[src/sv/tts_pkg.sv]
// tts_pkg: shared types and constants for the task timer table scheduler.
// No dependencies; imported by tts_slot_alu and task_timer_table_scheduler_unit.
package tts_pkg;

  typedef enum logic [1:0] {
    ACT_ADD      = 2'd0,
    ACT_DELETE   = 2'd1,
    ACT_TICK     = 2'd2,
    ACT_DISPATCH = 2'd3
  } action_e;

  typedef enum logic [2:0] {
    ST_IDLE,
    ST_SCAN,
    ST_READ,
    ST_PROC,
    ST_FLUSH
  } state_e;

  localparam logic       KIND_ADD    = 1'b0;
  localparam logic       KIND_RUN    = 1'b1;
  localparam int         MAX_RESULTS = 16;
  localparam int         NW          = $clog2(MAX_RESULTS + 1);
  localparam logic [7:0] PENDING_MAX = 8'hFF;

  // One table entry as stored in the slot memory.
  typedef struct packed {
    logic [15:0] handle;
    logic [31:0] delay;
    logic [31:0] period;
    logic [7:0]  pending;
  } slot_rec_t;

  // Status from the slot update unit.
  typedef struct packed {
    logic emit;   // slot has a run to hand out
    logic free;   // one-shot slot, release after this run
  } alu_stat_t;

endpackage

[src/sv/tts_if.sv]
// tts_in_if / tts_out_if: valid-ready channels of the scheduler.
// Payload widths follow the fixed item fields; no package needed.
interface tts_in_if;
  logic        valid;
  logic        ready;
  logic [1:0]  action;
  logic [15:0] task_handle;
  logic [31:0] delay_ticks;
  logic [31:0] period_ticks;
  logic [3:0]  target_slot;

  modport source (output valid, action, task_handle, delay_ticks, period_ticks,
                  target_slot, input ready);
  modport sink   (input valid, action, task_handle, delay_ticks, period_ticks,
                  target_slot, output ready);
endinterface

interface tts_out_if;
  logic        valid;
  logic        ready;
  logic        result_kind;
  logic [4:0]  slot_index;
  logic [15:0] run_handle;
  logic        last_of_run;

  modport source (output valid, result_kind, slot_index, run_handle, last_of_run,
                  input ready);
  modport sink   (input valid, result_kind, slot_index, run_handle, last_of_run,
                  output ready);
endinterface

[src/sv/tts_ram.sv]
// tts_ram: generic single-write, single-read RAM with registered read data.
// No dependencies.
module tts_ram #(
  parameter int WIDTH = 8,
  parameter int DEPTH = 16,
  localparam int AW = (DEPTH > 1) ? $clog2(DEPTH) : 1
) (
  input  logic                 clk_i,
  input  logic                 we_i,
  input  logic [AW-1:0]        waddr_i,
  input  logic [WIDTH-1:0]     wdata_i,
  input  logic [AW-1:0]        raddr_i,
  output logic [WIDTH-1:0]     rdata_o
);
  logic [WIDTH-1:0] mem_q [DEPTH];

  always_ff @(posedge clk_i) begin
    if (we_i) begin
      mem_q[waddr_i] <= wdata_i;
    end
    rdata_o <= mem_q[raddr_i];
  end
endmodule

[src/sv/tts_slot_alu.sv]
// tts_slot_alu: shared slot update unit (delay countdown, pending count).
// Depends on tts_pkg.
module tts_slot_alu
  import tts_pkg::*;
(
  input  action_e   op_i,
  input  slot_rec_t rec_i,
  output slot_rec_t rec_o,
  output alu_stat_t stat_o
);
  logic [31:0] dec;
  logic        due;

  always_comb begin
    dec    = rec_i.delay - 32'd1;
    due    = (rec_i.delay == 32'd0) || (dec == 32'd0);
    rec_o  = rec_i;
    stat_o = '0;
    case (op_i)
      ACT_TICK: begin
        if (rec_i.delay != 32'd0) begin
          rec_o.delay = dec;
        end
        if (due) begin
          if (rec_i.pending != PENDING_MAX) begin
            rec_o.pending = rec_i.pending + 8'd1;
          end
          if (rec_i.period != 32'd0) begin
            rec_o.delay = rec_i.period;
          end
        end
      end
      ACT_DISPATCH: begin
        if (rec_i.pending != 8'd0) begin
          stat_o.emit   = 1'b1;
          stat_o.free   = (rec_i.period == 32'd0);
          rec_o.pending = rec_i.pending - 8'd1;
        end
      end
      default: begin
        rec_o = rec_i;
      end
    endcase
  end
endmodule

[src/sv/task_timer_table_scheduler_unit.sv]
// task_timer_table_scheduler_unit: table of timed task slots with add,
// delete, tick and dispatch. Depends on tts_pkg, tts_if, tts_ram, tts_slot_alu.
//
//  channel | dir | beat carries
//  --------+-----+-----------------------------------------------------------
//  in_i    | in  | action, task_handle, delay_ticks, period_ticks, target_slot
//  out_o   | out | result_kind, slot_index, run_handle, last_of_run
//
// Sequencing: delete finishes in the idle state; add walks the valid bits one
//   slot a cycle until a free slot or the last slot; tick and dispatch
//   read-modify-write each slot through the slot RAM at one shared address,
//   and a dispatch ends in a flush state that hands out its last beat.
// Reset: valid bits clear at once; slot RAM is never cleared, free slots are
//   rewritten in full on add.
// Stalls: in_i.ready is high only between items; out_o backpressure holds the
//   end of an add and the next dispatch run beat while a result waits in the output register.
module task_timer_table_scheduler_unit
  import tts_pkg::*;
#(
  parameter int NUM_SLOTS = 16
) (
  input  logic clk_i,
  input  logic rst_ni,
  tts_in_if.sink    in_i,
  tts_out_if.source out_o
);
  localparam int IW = (NUM_SLOTS > 1) ? $clog2(NUM_SLOTS) : 1;
  localparam int CW = $clog2(NUM_SLOTS + 1);

  // Sequencer state
  state_e           state_q, state_d;
  action_e          op_q;
  logic [CW-1:0]    cnt_q;
  logic [NW-1:0]    n_q;
  logic [NUM_SLOTS-1:0] used_q, used_d;

  // Captured add payload
  logic [15:0]      handle_q;
  logic [31:0]      delay_q, period_q;

  // Lookahead beat: held until we know whether it is the last of a dispatch
  logic             held_valid_q;
  logic [CW-1:0]    held_slot_q;
  logic [15:0]      held_handle_q;

  // Output register
  logic             out_valid_q;
  logic             out_kind_q, out_last_q;
  logic [CW-1:0]    out_slot_q;
  logic [15:0]      out_handle_q;

  // Slot RAM and update unit
  slot_rec_t        rd_rec, alu_rec, wr_rec;
  alu_stat_t        alu_stat;
  logic             ram_we;
  logic [IW-1:0]    addr;

  // Control strobes
  logic             in_acc, out_free, last_slot, cur_used;
  logic             scan_hit, emit_go, stall, n_full;
  logic [CW+3:0]    tgt_wide;
  logic [CW+4:0]    slot_wide;

  assign in_acc    = in_i.valid & in_i.ready;
  assign out_free  = !out_valid_q || out_o.ready;
  assign addr      = cnt_q[IW-1:0];
  assign last_slot = (cnt_q == CW'(NUM_SLOTS - 1));
  assign cur_used  = used_q[addr];
  assign scan_hit  = !cur_used;
  assign emit_go   = (op_q == ACT_DISPATCH) && cur_used && alu_stat.emit;
  assign stall     = emit_go && held_valid_q && !out_free;
  assign n_full    = (n_q == NW'(MAX_RESULTS - 1));
  assign tgt_wide  = (CW+4)'(in_i.target_slot);

  tts_ram #(
    .WIDTH ($bits(slot_rec_t)),
    .DEPTH (NUM_SLOTS)
  ) u_slot_ram (
    .clk_i   (clk_i),
    .we_i    (ram_we),
    .waddr_i (addr),
    .wdata_i (wr_rec),
    .raddr_i (addr),
    .rdata_o (rd_rec)
  );

  tts_slot_alu u_alu (
    .op_i   (op_q),
    .rec_i  (rd_rec),
    .rec_o  (alu_rec),
    .stat_o (alu_stat)
  );

  // Next state
  always_comb begin
    state_d = state_q;
    case (state_q)
      ST_IDLE: begin
        if (in_acc) begin
          case (action_e'(in_i.action))
            ACT_ADD:    state_d = ST_SCAN;
            ACT_DELETE: state_d = ST_IDLE;
            default:    state_d = ST_READ;
          endcase
        end
      end
      ST_SCAN: begin
        if ((scan_hit || last_slot) && out_free) begin
          state_d = ST_IDLE;
        end
      end
      ST_READ: state_d = ST_PROC;
      ST_PROC: begin
        if (!stall) begin
          if (emit_go && n_full) begin
            state_d = ST_FLUSH;
          end else if (last_slot) begin
            state_d = (op_q == ACT_DISPATCH) ? ST_FLUSH : ST_IDLE;
          end else begin
            state_d = ST_READ;
          end
        end
      end
      ST_FLUSH: begin
        if (!held_valid_q || out_free) begin
          state_d = ST_IDLE;
        end
      end
      default: state_d = ST_IDLE;
    endcase
  end

  // Outputs of the sequencer: RAM write and valid-bit updates
  always_comb begin
    ram_we = 1'b0;
    wr_rec = alu_rec;
    used_d = used_q;
    case (state_q)
      ST_IDLE: begin
        if (in_acc && (action_e'(in_i.action) == ACT_DELETE)
            && (tgt_wide < (CW+4)'(NUM_SLOTS))) begin
          used_d[tgt_wide[IW-1:0]] = 1'b0;
        end
      end
      ST_SCAN: begin
        wr_rec = '{handle: handle_q, delay: delay_q, period: period_q, pending: 8'd0};
        if (scan_hit && out_free) begin
          ram_we       = 1'b1;
          used_d[addr] = 1'b1;
        end
      end
      ST_PROC: begin
        ram_we = !stall;
        if (emit_go && !stall && alu_stat.free) begin
          used_d[addr] = 1'b0;
        end
      end
      default: begin
        ram_we = 1'b0;
      end
    endcase
  end

  always_ff @(posedge clk_i or negedge rst_ni) begin
    if (!rst_ni) begin
      state_q      <= ST_IDLE;
      op_q         <= ACT_ADD;
      cnt_q        <= '0;
      n_q          <= '0;
      used_q       <= '0;
      held_valid_q <= 1'b0;
      out_valid_q  <= 1'b0;
    end else begin
      state_q <= state_d;
      used_q  <= used_d;

      if (in_acc) begin
        op_q  <= action_e'(in_i.action);
        cnt_q <= '0;
        n_q   <= '0;
      end else if ((state_q == ST_SCAN) && !(scan_hit || last_slot)) begin
        cnt_q <= cnt_q + CW'(1);
      end else if ((state_q == ST_PROC) && !stall && !last_slot) begin
        cnt_q <= cnt_q + CW'(1);
      end

      // Output register: a loaded beat wins over a drained one
      if (((state_q == ST_SCAN) && (scan_hit || last_slot) && out_free) ||
          ((state_q == ST_PROC) && emit_go && held_valid_q && !stall) ||
          ((state_q == ST_FLUSH) && held_valid_q && out_free)) begin
        out_valid_q <= 1'b1;
      end else if (out_o.ready) begin
        out_valid_q <= 1'b0;
      end

      if ((state_q == ST_PROC) && emit_go && !stall) begin
        held_valid_q <= 1'b1;
        n_q          <= n_q + NW'(1);
      end else if ((state_q == ST_FLUSH) && out_free) begin
        held_valid_q <= 1'b0;
      end
    end
  end

  // Payload registers
  always_ff @(posedge clk_i) begin
    if (in_acc) begin
      handle_q <= in_i.task_handle;
      delay_q  <= in_i.delay_ticks;
      period_q <= in_i.period_ticks;
    end
    if ((state_q == ST_PROC) && emit_go && !stall) begin
      held_slot_q   <= cnt_q;
      held_handle_q <= rd_rec.handle;
    end
    case (state_q)
      ST_SCAN: begin
        if ((scan_hit || last_slot) && out_free) begin
          out_kind_q   <= KIND_ADD;
          out_slot_q   <= scan_hit ? cnt_q : CW'(NUM_SLOTS);
          out_handle_q <= 16'd0;
          out_last_q   <= 1'b1;
        end
      end
      ST_PROC: begin
        if (emit_go && held_valid_q && !stall) begin
          out_kind_q   <= KIND_RUN;
          out_slot_q   <= held_slot_q;
          out_handle_q <= held_handle_q;
          out_last_q   <= 1'b0;
        end
      end
      ST_FLUSH: begin
        if (held_valid_q && out_free) begin
          out_kind_q   <= KIND_RUN;
          out_slot_q   <= held_slot_q;
          out_handle_q <= held_handle_q;
          out_last_q   <= 1'b1;
        end
      end
      default: begin
        out_kind_q <= out_kind_q;
      end
    endcase
  end

  assign slot_wide         = (CW+5)'(out_slot_q);
  assign in_i.ready        = (state_q == ST_IDLE);
  assign out_o.valid       = out_valid_q;
  assign out_o.result_kind = out_kind_q;
  assign out_o.slot_index  = slot_wide[4:0];
  assign out_o.run_handle  = out_handle_q;
  assign out_o.last_of_run = out_last_q;

  // An accepted add always starts the free-slot walk
  a_add_scans: assert property (@(posedge clk_i) disable iff (!rst_ni)
    (in_acc && (in_i.action == ACT_ADD)) |=> (state_q == ST_SCAN))
    else $error("add beat did not start the slot walk");

  // A dispatch never hands out more beats than the per-item limit
  a_n_bound: assert property (@(posedge clk_i) disable iff (!rst_ni)
    (n_q <= NW'(MAX_RESULTS)))
    else $error("dispatch beat count above limit");

  // The lookahead beat lives only inside a dispatch walk
  a_held_scope: assert property (@(posedge clk_i) disable iff (!rst_ni)
    held_valid_q |-> ((state_q == ST_READ) || (state_q == ST_PROC) ||
                      (state_q == ST_FLUSH)))
    else $error("held dispatch beat outside a dispatch");

  // A stalled walk keeps its slot pointer
  a_stall_holds: assert property (@(posedge clk_i) disable iff (!rst_ni)
    ((state_q == ST_PROC) && stall) |=> ($stable(cnt_q) && (state_q == ST_PROC)))
    else $error("slot pointer moved during output stall");

endmodule
[src/flat_wrapper.sv]
// flat-port wrapper written by rule: the top's interface ports become plain ports
module task_timer_table_scheduler_unit_flat import tts_pkg::*;
#(
  parameter int NUM_SLOTS = 16
)
  (clk_i, rst_ni, in_i_valid, in_i_action, in_i_task_handle, in_i_delay_ticks, in_i_period_ticks, in_i_target_slot, in_i_ready, out_o_valid, out_o_result_kind, out_o_slot_index, out_o_run_handle, out_o_last_of_run, out_o_ready);
  tts_in_if in_i_i ();
  tts_out_if out_o_i ();
  input  logic clk_i;
  input  logic rst_ni;
  input wire logic [$bits(in_i_i.valid)-1:0] in_i_valid;
  input wire logic [$bits(in_i_i.action)-1:0] in_i_action;
  input wire logic [$bits(in_i_i.task_handle)-1:0] in_i_task_handle;
  input wire logic [$bits(in_i_i.delay_ticks)-1:0] in_i_delay_ticks;
  input wire logic [$bits(in_i_i.period_ticks)-1:0] in_i_period_ticks;
  input wire logic [$bits(in_i_i.target_slot)-1:0] in_i_target_slot;
  output wire logic [$bits(in_i_i.ready)-1:0] in_i_ready;
  output wire logic [$bits(out_o_i.valid)-1:0] out_o_valid;
  output wire logic [$bits(out_o_i.result_kind)-1:0] out_o_result_kind;
  output wire logic [$bits(out_o_i.slot_index)-1:0] out_o_slot_index;
  output wire logic [$bits(out_o_i.run_handle)-1:0] out_o_run_handle;
  output wire logic [$bits(out_o_i.last_of_run)-1:0] out_o_last_of_run;
  input wire logic [$bits(out_o_i.ready)-1:0] out_o_ready;
  assign in_i_i.valid = in_i_valid;
  assign in_i_i.action = in_i_action;
  assign in_i_i.task_handle = in_i_task_handle;
  assign in_i_i.delay_ticks = in_i_delay_ticks;
  assign in_i_i.period_ticks = in_i_period_ticks;
  assign in_i_i.target_slot = in_i_target_slot;
  assign in_i_ready = in_i_i.ready;
  assign out_o_valid = out_o_i.valid;
  assign out_o_result_kind = out_o_i.result_kind;
  assign out_o_slot_index = out_o_i.slot_index;
  assign out_o_run_handle = out_o_i.run_handle;
  assign out_o_last_of_run = out_o_i.last_of_run;
  assign out_o_i.ready = out_o_ready;
  task_timer_table_scheduler_unit #(.NUM_SLOTS(NUM_SLOTS)) u_core (.clk_i(clk_i), .rst_ni(rst_ni), .in_i(in_i_i), .out_o(out_o_i));
endmodule
[config.mk]
export PLATFORM = sky130hd
export DESIGN_NAME = task_timer_table_scheduler_unit_flat
export DESIGN_NICKNAME = d
export VERILOG_FILES = /design/src/sv/tts_pkg.sv /design/src/sv/tts_if.sv /design/src/sv/tts_ram.sv /design/src/sv/tts_slot_alu.sv /design/src/sv/task_timer_table_scheduler_unit.sv /design/src/flat_wrapper.sv
export SDC_FILE = /design/constraint.sdc
export NUM_CORES = 2
export LEC_CHECK = 0
export BUFFER_PORTS_ARGS = -buffer_cell sky130_fd_sc_hd__buf_2
export CAP_MARGIN = 10
export CORE_MARGIN = 2
export CORE_UTILIZATION = 66
export DETAILED_ROUTE_END_ITERATION = 8
export MAX_ROUTING_LAYER = met4
export PLACE_DENSITY_LB_ADDON = 0.3
export SYNTH_ARGS = -nofsm -noshare
export SYNTH_HDL_FRONTEND = slang
export SYNTH_SLANG_ARGS = --single-unit
[constraint.sdc]
create_clock -name clk_i -period 12.6 [get_ports clk_i]
set_clock_uncertainty 0.05 [all_clocks]
set_input_delay 1.89 -clock clk_i [delete_from_list [all_inputs] [get_ports clk_i]]
set_output_delay 1.89 -clock clk_i [all_outputs]
set_load 0.01 [all_outputs]
==> metrics.txt <==
CP max stage delay=980 ps; DRT iter0 DRCs=4862; outcome=finished clean; setup violators final=0; Hold Path End=u_core.held_handle_q[1]$_DFFE_PP_; CTS clk-pin slew, worst paths=60 ps; Final GP Congestion=0.919; Tcrit/Tclk final=0.532; share of post-route cells with drive strength above 1=0.272; DRT antenna net count=0; crit-path cells=buf_4 > buf_4 > buf_4 > buf_4 > buf_4 > mux4_2 > mux4_2; Seq/Total Area, Yosys=0.765; Leak=22.6 nW; Max Fclk=149 MHz; min-delay worst type=flip-flop to flip-flop; most frequent cells in the layout=1532 x edfxtp_1, 445 x mux4_2, 216 x nand2_1; global-route wire length before repair=231000 um; Die Y=314 um; WHS Path Cells=0; Startpoint Class=flip-flop; EDFF count, synth=1532; Syn Std Cell Area=0.0636 mm^2; IO buf count=114; Crit path required time=13170 ps; num rows=113; Crit path top cell by count=buf_4; R2R Path End=u_core.u_slot_ram.rdata_o[29]$_DFF_P_; Async S/R FF share, synth=0.0200; CTS Hold Bufs=0; #FFs+latches synth=1653; Mapped Avg Cell Area=20.9 um^2; clock root cell=clkbuf_16; initial antenna violation count=3; Post-CTS Resized=0; Finished Layout Cells=4615; setup_tns=0 ps; die width=314 um; initial core utilization=0.668; hold wc startpoint=u_core.u_slot_ram.rdata_o[73]$_DFF_P_; Synth warnings=0; GRT Overall Usage=0.340; most common cell after layout, fill and taps aside=edfxtp_1; post-synth net total=3144; Primary FF master, synth=edfxtp_1; Slew @ Worst Pin=1210 ps; Reg2Reg Depth=7; CTS tree=built; largest net degree at the start of global routing=158; Max-Slew Margin vs Limit=0.187; Max Cap Viol=0; clk sinks=1653; DIE AREA=0.0988 mm^2; WL/cell=34.1 um; maximum clock path buffer count=3; Final Hold Viols=0; CP startpoint=u_core.cnt_q[0]$_DFFE_PN0P_; Ports=115; Post-route DRC=0; DP Worst Slack=5740 ps; worst skew pair latency=780 ps; Util after Layout=0.746; post-CTS setup buffers=0; PD cells=245 mW/mm^2; Max rail drop VDD=0.172 mV; Vias=33000; total power=17.4 mW; gate count of the mapped netlist=3042; R2R Setup Slk=5900 ps; Worst Setup End Kind=flip-flop; Worst path slowest cell=dfrtp_4; CP max FO=55; vias in the first global route=33500; Unique masters post-synth=75; Core Box Area=0.0952 mm^2; H-tree depth reported by CTS=4; unrepaired setup endpoints after global routing=false; worst r2r src=u_core.cnt_q[0]$_DFFE_PN0P_; CP Class=flip-flop to flip-flop; post-route setup slack=5900 ps; Area Overhead vs Synth=11.7%; vias per inst=7.14; CTS Buf Count=158; dpl hpwl=80200 um; drt pass-1 iters=9; WP data arrival=7280 ps; fin crit period=6700 ps; final WL=158000 um; max-slew violation count=0; placed insts=4320; Remaining Overflow, GRT=0; nets=3318
[cell families (layout without fill, tap and decap cells)]
kind of cell | count (synthesis) | in the layout | synth area share
fa+ha+maj | 12 | 12 | 0.00236
simple gates | 505 | 505 | 0.0389
other cells | 0 | 2 | 0
flops | 1653 | 1653 | 0.765
compound gates | 224 | 224 | 0.0219
xor+xnor | 13 | 13 | 0.00191
buf+inv | 187 | 493 | 0.0121
mux | 448 | 448 | 0.158
[critical path, delay by kind of cell (launching register included)]
kind / cells / cell delay (ps)
buf+inv: 5 / 4100
flops: 1 / 980
mux: 2 / 1100
[worst max-delay path by stage]
stage | to | slack (ps) | cells past startpoint
after floorplan | u_core.u_slot_ram.mem_q[15][0]$_DFFE_PP_ | 5700 | 4
after global placement | u_core.u_slot_ram.rdata_o[30]$_DFF_P_ | 5830 | 7
final | u_core.u_slot_ram.rdata_o[29]$_DFF_P_ | 5900 | 7
after detailed placement | u_core.u_slot_ram.rdata_o[62]$_DFF_P_ | 5740 | 7
after CTS | u_core.u_slot_ram.rdata_o[29]$_DFF_P_ | 5670 | 7
after global routing | u_core.u_slot_ram.rdata_o[29]$_DFF_P_ | 5210 | 7
[sequential cells by signal, indices dropped and copies added, names as in the netlist, 16 cells and up]
name                       count
u_core.held_handle_q          16
u_core.used_q                 16
u_core.u_slot_ram.rdata_o     88
u_core.out_o.run_handle       16
u_core.delay_q                32
u_core.u_slot_ram.mem_q     1408
u_core.period_q               32
u_core.handle_q               16
[cells in the mapped netlist (12+ instances only)]
library cell | instances | share of area
inv_1 | 18 | 0.0011
o21ai_0 | 57 | 0.0045
nor2_1 | 87 | 0.0051
mux4_2 | 445 | 0.16
a21oi_1 | 57 | 0.0045
ha_1 | 12 | 0.0024
nor2b_1 | 24 | 0.0024
buf_1 | 32 | 0.0019
a21o_1 | 24 | 0.0028
nand4_1 | 18 | 0.0018
edfxtp_1 | 1532 | 0.72
nand3_1 | 32 | 0.0025
clkbuf_1 | 114 | 0.0067
dfrtp_1 | 33 | 0.013
a31oi_1 | 34 | 0.0033
nor4_1 | 20 | 0.0020
dfxtp_1 | 88 | 0.028
nand2_1 | 217 | 0.013
nor3_1 | 33 | 0.0026
[layer usage]
layer,GRT usage,part of all wire
met5,-,0
met4,0.107,0.032
met3,0.0682,0.11
met2,0.534,0.50
met1,0.459,0.36
[power by group]
group	leakage [nW]	internal [mW]	total (mW)	switching, mW
Sequential	15.0	7.69	8.27	0.580
Clock	2.56	2.77	4.81	2.04
Combinational	5.03	1.64	4.34	2.70
Total	22.6	12.1	17.4	5.33
[per-stage QoR]
stage / hold WS (ps) / area, um^2
finish: 381 / 71000
global route: 390 / 71000
CTS: 380 / 71000
detailed placement: 368 / 65700
global placement: 367 / 65700
floorplan: 358 / 63600
[layout make-up]
type,count,area (um^2)
inverter,19,73.8
antenna,2,5.00
fill,4908,24100
sequential,1653,48600
timing repair buffer,182,1110
clock buffer,204,4280
clock inverter,88,986
tap,1265,1580
multi-input combinational,1202,14400
Note: power is estimated with default switching activity, not from simulation.
